==> src/sv/prti_pkg.sv <==
package prti_pkg;

    localparam int ENTRIES_DEF = 16;
    localparam int SLOT_W      = 7;
    localparam int ADDR_W      = 7;
    localparam int DRV_W       = 6;
    localparam int STATUS_W    = 3;

    typedef enum logic [STATUS_W-1:0] {
        ST_OK       = 3'd0,
        ST_FULL     = 3'd1,
        ST_BAD_ADDR = 3'd2,
        ST_BAD_DRV  = 3'd3,
        ST_ZERO     = 3'd4
    } status_t;

    typedef enum logic [1:0] {
        FSM_IDLE,
        FSM_SCAN,
        FSM_RESULT
    } fsm_t;

    // search probe handed from cell to cell
    typedef struct packed {
        logic              valid;
        logic [ADDR_W-1:0] addr;
        logic [DRV_W-1:0]  drv;
        logic              hit;
        logic [SLOT_W-1:0] hit_slot;
        logic              free;
        logic [SLOT_W-1:0] free_slot;
    } probe_t;

    // write broadcast to all cells
    typedef struct packed {
        logic              en;
        logic [SLOT_W-1:0] slot;
        logic [ADDR_W-1:0] addr;
        logic [DRV_W-1:0]  drv;
    } wr_t;

endpackage

==> src/sv/prti_cell.sv <==
module prti_cell import prti_pkg::*; #(
    parameter int IDX = 1
) (
    input  logic   aclk,
    input  logic   aresetn,
    input  probe_t probe_in,
    input  wr_t    wr,
    output probe_t probe_out
);

    localparam logic [SLOT_W-1:0] MY_SLOT = SLOT_W'(IDX);

    logic [ADDR_W-1:0] addr_reg;
    logic [DRV_W-1:0]  drv_reg;
    probe_t            probe_reg, probe_next;
    logic              match, empty;

    assign match = (addr_reg == probe_in.addr) && (drv_reg == probe_in.drv);
    assign empty = (addr_reg == '0) && (drv_reg == '0);

    always_comb begin
        probe_next = probe_in;
        // keep the lowest matching and lowest free slot seen so far
        if (!probe_in.hit && match) begin
            probe_next.hit      = 1'b1;
            probe_next.hit_slot = MY_SLOT;
        end
        if (!probe_in.free && empty) begin
            probe_next.free      = 1'b1;
            probe_next.free_slot = MY_SLOT;
        end
    end

    always_ff @(posedge aclk) begin
        if (!aresetn) begin
            addr_reg        <= '0;
            drv_reg         <= '0;
            probe_reg.valid <= 1'b0;
        end else begin
            probe_reg <= probe_next;
            if (wr.en && (wr.slot == MY_SLOT)) begin
                addr_reg <= wr.addr;
                drv_reg  <= wr.drv;
            end
        end
    end

    assign probe_out = probe_reg;

endmodule

==> src/sv/pair_register_table_insert.sv <==
// Pair registration table. Each input transaction carries a bus address and
// a driver id; the block answers with one result transaction holding a status
// and the slot written. Addresses above 127, driver ids above 63 and the
// all-zero pair are rejected at once, with no search: the block goes
// straight to the RESULT state and then back to IDLE for the next request.
// A valid pair travels as a probe down a chain of ENTRIES-1 slot
// cells, one cell per cycle, picking up the lowest slot already holding the
// pair and the lowest free slot. The write lands when the probe leaves the
// last cell; the result is then registered from the RESULT state, which
// waits while m_ holds a result that is not yet taken. Slot 0 is never
// used. The table is empty after reset. One request is in flight at a time;
// the next is accepted while the previous result still waits on m_.
module pair_register_table_insert import prti_pkg::*; #(
    parameter int ENTRIES = ENTRIES_DEF
) (
    input  logic        aclk,
    input  logic        aresetn,
    input  logic        s_tvalid,
    output logic        s_tready,
    input  logic [15:0] s_tdata,   // [7:0] bus_addr, [15:8] driver_id
    output logic        m_tvalid,
    input  logic        m_tready,
    output logic [15:0] m_tdata    // [2:0] status, [9:3] slot
);

    fsm_t              state_reg, state_next;
    status_t           res_status_reg, res_status_next;
    logic [SLOT_W-1:0] res_slot_reg, res_slot_next;
    logic              m_tvalid_reg, m_tvalid_next;
    logic [15:0]       m_tdata_reg, m_tdata_next;

    probe_t            chain [ENTRIES];
    probe_t            probe_head;
    wr_t               wr;

    logic [7:0]        in_addr, in_drv;
    logic              bad_addr, bad_drv, both_zero, accept, tail_done, out_free;

    assign in_addr   = s_tdata[7:0];
    assign in_drv    = s_tdata[15:8];
    assign bad_addr  = in_addr[7];
    assign bad_drv   = |in_drv[7:6];
    assign both_zero = (in_addr == '0) && (in_drv == '0);
    assign accept    = s_tvalid && s_tready;
    assign tail_done = chain[ENTRIES-1].valid;
    assign out_free  = !m_tvalid_reg || m_tready;

    assign chain[0] = probe_head;

    for (genvar k = 1; k < ENTRIES; k++) begin : g_cell
        prti_cell #(.IDX(k)) u_cell (
            .aclk      (aclk),
            .aresetn   (aresetn),
            .probe_in  (chain[k-1]),
            .wr        (wr),
            .probe_out (chain[k])
        );
    end

    always_comb begin
        state_next = state_reg;
        case (state_reg)
            FSM_IDLE: begin
                if (accept) begin
                    if (bad_addr || bad_drv || both_zero) begin
                        state_next = FSM_RESULT;
                    end else begin
                        state_next = FSM_SCAN;
                    end
                end
            end
            FSM_SCAN: begin
                if (tail_done) begin
                    state_next = FSM_RESULT;
                end
            end
            FSM_RESULT: begin
                if (out_free) begin
                    state_next = FSM_IDLE;
                end
            end
            default: state_next = FSM_IDLE;
        endcase
    end

    always_comb begin
        s_tready        = (state_reg == FSM_IDLE);
        res_status_next = res_status_reg;
        res_slot_next   = res_slot_reg;
        m_tvalid_next   = m_tvalid_reg && !m_tready;
        m_tdata_next    = m_tdata_reg;

        probe_head      = '0;
        probe_head.addr = in_addr[ADDR_W-1:0];
        probe_head.drv  = in_drv[DRV_W-1:0];

        wr      = '0;
        wr.addr = chain[ENTRIES-1].addr;
        wr.drv  = chain[ENTRIES-1].drv;

        case (state_reg)
            FSM_IDLE: begin
                if (accept) begin
                    res_slot_next = '0;
                    if (bad_addr) begin
                        res_status_next = ST_BAD_ADDR;
                    end else if (bad_drv) begin
                        res_status_next = ST_BAD_DRV;
                    end else if (both_zero) begin
                        res_status_next = ST_ZERO;
                    end else begin
                        probe_head.valid = 1'b1;
                    end
                end
            end
            FSM_SCAN: begin
                if (tail_done) begin
                    if (chain[ENTRIES-1].hit) begin
                        res_status_next = ST_OK;
                        res_slot_next   = chain[ENTRIES-1].hit_slot;
                        wr.en           = 1'b1;
                        wr.slot         = chain[ENTRIES-1].hit_slot;
                    end else if (chain[ENTRIES-1].free) begin
                        res_status_next = ST_OK;
                        res_slot_next   = chain[ENTRIES-1].free_slot;
                        wr.en           = 1'b1;
                        wr.slot         = chain[ENTRIES-1].free_slot;
                    end else begin
                        res_status_next = ST_FULL;
                        res_slot_next   = '0;
                    end
                end
            end
            FSM_RESULT: begin
                if (out_free) begin
                    m_tvalid_next = 1'b1;
                    m_tdata_next  = {6'd0, res_slot_reg, res_status_reg};
                end
            end
            default: ;
        endcase
    end

    always_ff @(posedge aclk) begin
        if (!aresetn) begin
            state_reg    <= FSM_IDLE;
            m_tvalid_reg <= 1'b0;
        end else begin
            state_reg    <= state_next;
            m_tvalid_reg <= m_tvalid_next;
        end
    end

    always_ff @(posedge aclk) begin
        res_status_reg <= res_status_next;
        res_slot_reg   <= res_slot_next;
        m_tdata_reg    <= m_tdata_next;
    end

    assign m_tvalid = m_tvalid_reg;
    assign m_tdata  = m_tdata_reg;

endmodule

==> config.mk <==
export PLATFORM = sky130hd
export DESIGN_NAME = pair_register_table_insert
export DESIGN_NICKNAME = d
export VERILOG_FILES = /design/src/sv/prti_pkg.sv /design/src/sv/prti_cell.sv /design/src/sv/pair_register_table_insert.sv
export SDC_FILE = /design/constraint.sdc
export NUM_CORES = 1
export LEC_CHECK = 0
export BUFFER_PORTS_ARGS = -buffer_cell sky130_fd_sc_hd__buf_2
export CORE_ASPECT_RATIO = 0.6
export CORE_MARGIN = 4
export CORE_UTILIZATION = 40
export CTS_CLUSTER_SIZE = 14
export DETAILED_ROUTE_END_ITERATION = 8
export PLACE_DENSITY = 0.66
export RECOVER_POWER = 100
export SYNTH_ARGS = -nofsm -noshare
export SYNTH_HDL_FRONTEND = slang
export SYNTH_SLANG_ARGS = --single-unit
==> constraint.sdc <==
create_clock -name aclk -period 2.6 [get_ports aclk]
set_clock_uncertainty 0.05 [all_clocks]
set_input_delay 0.26 -clock aclk [delete_from_list [all_inputs] [get_ports aclk]]
set_output_delay 0.26 -clock aclk [all_outputs]
set_load 0.1 [all_outputs]
==> metrics.md <==
| Metric | Value |
|---|---|
| Leakage power | 9.247 nW |
| Cell taking the most area after synthesis | edfxtp_1 |
| Synthesized area per cell | 13.57 um^2 |
| Clock Path Buffers | 3 |
| Critical path class | reg -> reg |
| 1st-iter DRT viols | 1419 |
| Row cnt | 65 |
| IO Pins | 38 |
| Path category of the worst min-delay check | in -> reg |
| Fmax | 439.0 MHz |
| Max-cap viol count | 3 |
| Final ANT Viol Nets | 0 |
| Hold Path Depth | 2 |
| Slew at the pin closest to its max-slew limit | 2207 ps |
| Synth cell types | 46 |
| Die height | approximately 190 um |
| Syn-to-layout area delta | 12.03% |
| Total length of routed wires | slightly above 50000 um |
| Synthesis Warnings | 0 |
| Max FO, Critical Path | 14 |
| WL/cell | between 20 and 25 um |
| Failing checks | capacitance limit, slew limit |
| Post-synth EDFFs | 335 |
| FF-to-FF path depth | 5 |
| Number of nets in the layout | 1672 |
| Fill cell count | about 4700 |
| Die ar. | 0.05731 mm^2 |
| DRC Markers | 0 |
| R2R setup slack | between 300 and 400 ps |
| Setup TNS | 0 ps |
| First-pass GRT wire length | 76830 um |
| Synth Flop Type | edfxtp_1 |
| Clk_lat worst skew | 570 ps |
| Fin crit share | between 80% and 90% |
| GRT overflow | 0 |
| Hold endpoint | res_status_reg[0]$_DFFE_PP_ |
| Final Max Slew Viols | 169 |
| Startpoint types | register |
| Mapped cell area | between 0.02 and 0.025 mm^2 |
| Worst-path clk slew | 70 ps |
| Initial antenna violation count | 2 |
| Chip Width | around 310 um |
| Worst setup margin | 322.2 ps |
| H-tree depth | 2 |
| CTS tree | done |
| Rel. slew slack | -47.13% |
| Drt pass-1 iters | 6 |
| Synth top area cells | edfxtp_1, dfxtp_1, mux2i_1, xor2_1, nand2_1 |
| Hold_ws | 28.23 ps |
| ANT cells | 0 |
| Largest net degree at the start of global routing | 110 |
| Largest register FFs | 336 |
| Maximum vdd drop | roughly 0.00047 V |
| Critical R2R Capture | g_cell[10].u_cell.drv_reg[4]$_SDFFE_PN0P_ |
| Yosys top cell area share | 47.08% |
| Sequential share of the synthesized area | 67.03% |
| Gr usage total | 17.64% |
| Worst Hold Launch | s_tdata[7] |
| P per Cell Area | 731.4 mW/mm^2 |
| Hpwl dp | 35620 um |
| Post-place setup slack | 445.6 ps |
| Commonest non-fill, non-tap cell in the layout | edfxtp_1 |
| Number of buffers added on ports | 28 |
| Final setup fails | 0 |
| Starting Density | 40.55% |
| Min cycle time layout | 2278 ps |
| Outcome | finished, violations left |
| Post-synthesis register bit count | 548 |
| CTS root buf | clkbuf_16 |
| Fraction of final layout cells sized beyond drive strength 1 | 7.096% |
| Synth Instances | about 1600 |
| Vias in the first global route | ~12000 |
| Clock sinks | 548 |
| Placeable Area | between 0.05 and 0.06 mm^2 |
| CTS buffer count | 48 |
| Crit path DAT | between 2000 and 3000 ps |
| Global placement routability congestion | a little under 0.9 |
| Critical path endpoint category | register |
| Via density | about 5.2 |
| Final Hold Viols | 0 |
| Final Core Density | a little under half |
| RSZ-0062 raised after global routing | no |
| Commonest cells after routing, fill and taps aside | edfxtp_1, nand2_1, dfxtp_1 |
| Via count | roughly 12000 |
| Critical R2R Launch | g_cell[15].u_cell.probe_out[15]$_SDFFCE_PP1P_ |
| Async S/R FF share, synth | 0% |
| Overall Power | 17.51 mW |
| CP required | 3050 ps |
area by class of cell:
type                       count  area [um^2]  share of cell area [%]
sequential                   548        14320                   59.83
multi-input combinational    960         6646                   27.76
clock buffer                  80         1403                   5.859
tap                          703        879.6                   3.674
timing repair buffer          88        558.0                   2.331
clock inverter                 9        106.4                  0.4443
inverter                       6        22.52                 0.09408
synthesized netlist by cell type (2+ instances only):
cell,instances
nor3b_2,2
nor3_2,6
nor2_1,32
nor4_1,89
nand2b_1,84
a21oi_1,3
inv_1,6
nor2b_1,3
buf_6,6
buf_4,18
nand3b_1,2
clkbuf_1,40
xnor2_1,12
xor2_1,183
or4_1,2
buf_2,4
nand3_2,4
o21ai_0,6
nor3_1,4
edfxtp_1,335
nand3b_4,2
and2_1,47
mux2i_1,196
nand2_1,219
o32ai_1,2
dfxtp_1,213
nand3_1,6
nand4_1,31
cell families (layout without fill, tap and decap cells):
| kind of cell | Yosys count | after routing | share of synthesized area (%) |
|---|---|---|---|
| other | 1 | 9 | 0.01755 |
| AOI/OAI and AO/OA | 24 | 24 | 0.8198 |
| muxes | 196 | 196 | 9.181 |
| buffers and inverters | 75 | 183 | 1.868 |
| xor gates and xnor gates | 195 | 195 | 7.992 |
| and+or+nand+nor | 536 | 536 | 13.09 |
| DFF | 548 | 548 | 67.03 |
worst max-delay path: stages (launching register included):
cell and delay [ps]:
edfxtp_1 470, buf_4 220, o21ai_0 500, nor3b_1 350
buf_4 360, mux2i_1 240
power by group:
group / leakage [nW] / internal, mW / switching, mW / total, mW
logic: 3.56 / 0.193 / 0.542 / 0.736
registers: 4.95 / 9.56 / 0.224 / 9.78
clock network: 0.734 / 3.88 / 3.11 / 6.99
total: 9.25 / 13.6 / 3.87 / 17.5
through the flow:
stage	area [um^2]	std cells
6_report	23940	2394
5_1_grt	23940	2394
4_1_cts	24100	2394
3_5_place_dp	22440	2290
3_3_place_gp	22440	2290
2_1_floorplan	21400	1583
routing by layer:
| metal | up-vias | GRT usage, % | wire, um | share of wire [%] |
|---|---|---|---|---|
| met5 | - | 0 | 0 | 0 |
| met2 | 474 | 21.89 | 19140 | 37 |
| met1 | 6181 | 30.43 | 26790 | 52 |
| met4 | 0 | 2.918 | 588 | 1.1 |
| li1 | 5729 | - | - | - |
| met3 | 52 | 4.097 | 4748 | 9.3 |
worst max path at each step:
stage               slack [ps]                                           from                                    endpoint
CTS                        410  g_cell[15].u_cell.probe_out[15]$_SDFFCE_PP1P_    g_cell[3].u_cell.drv_reg[4]$_SDFFE_PN0P_
finish                     320  g_cell[15].u_cell.probe_out[15]$_SDFFCE_PP1P_   g_cell[10].u_cell.drv_reg[4]$_SDFFE_PN0P_
global placement           510  g_cell[15].u_cell.probe_out[15]$_SDFFCE_PP1P_  g_cell[12].u_cell.addr_reg[3]$_SDFFE_PN0P_
floorplan                  520                      state_reg[0]$_SDFFE_PN0P_                 res_status_reg[0]$_DFFE_PP_
detailed placement         450  g_cell[15].u_cell.probe_out[15]$_SDFFCE_PP1P_    g_cell[3].u_cell.drv_reg[4]$_SDFFE_PN0P_
global route               140                                        aresetn    g_cell[2].u_cell.drv_reg[0]$_SDFFE_PN0P_
what timing repair did:
action                    CTS  global route
setup buffers               0             0
hold endpoints to repair   16             0
hold buffers               15             0
gates resized for setup     0             0
Note: power is estimated with default switching activity, not from simulation.
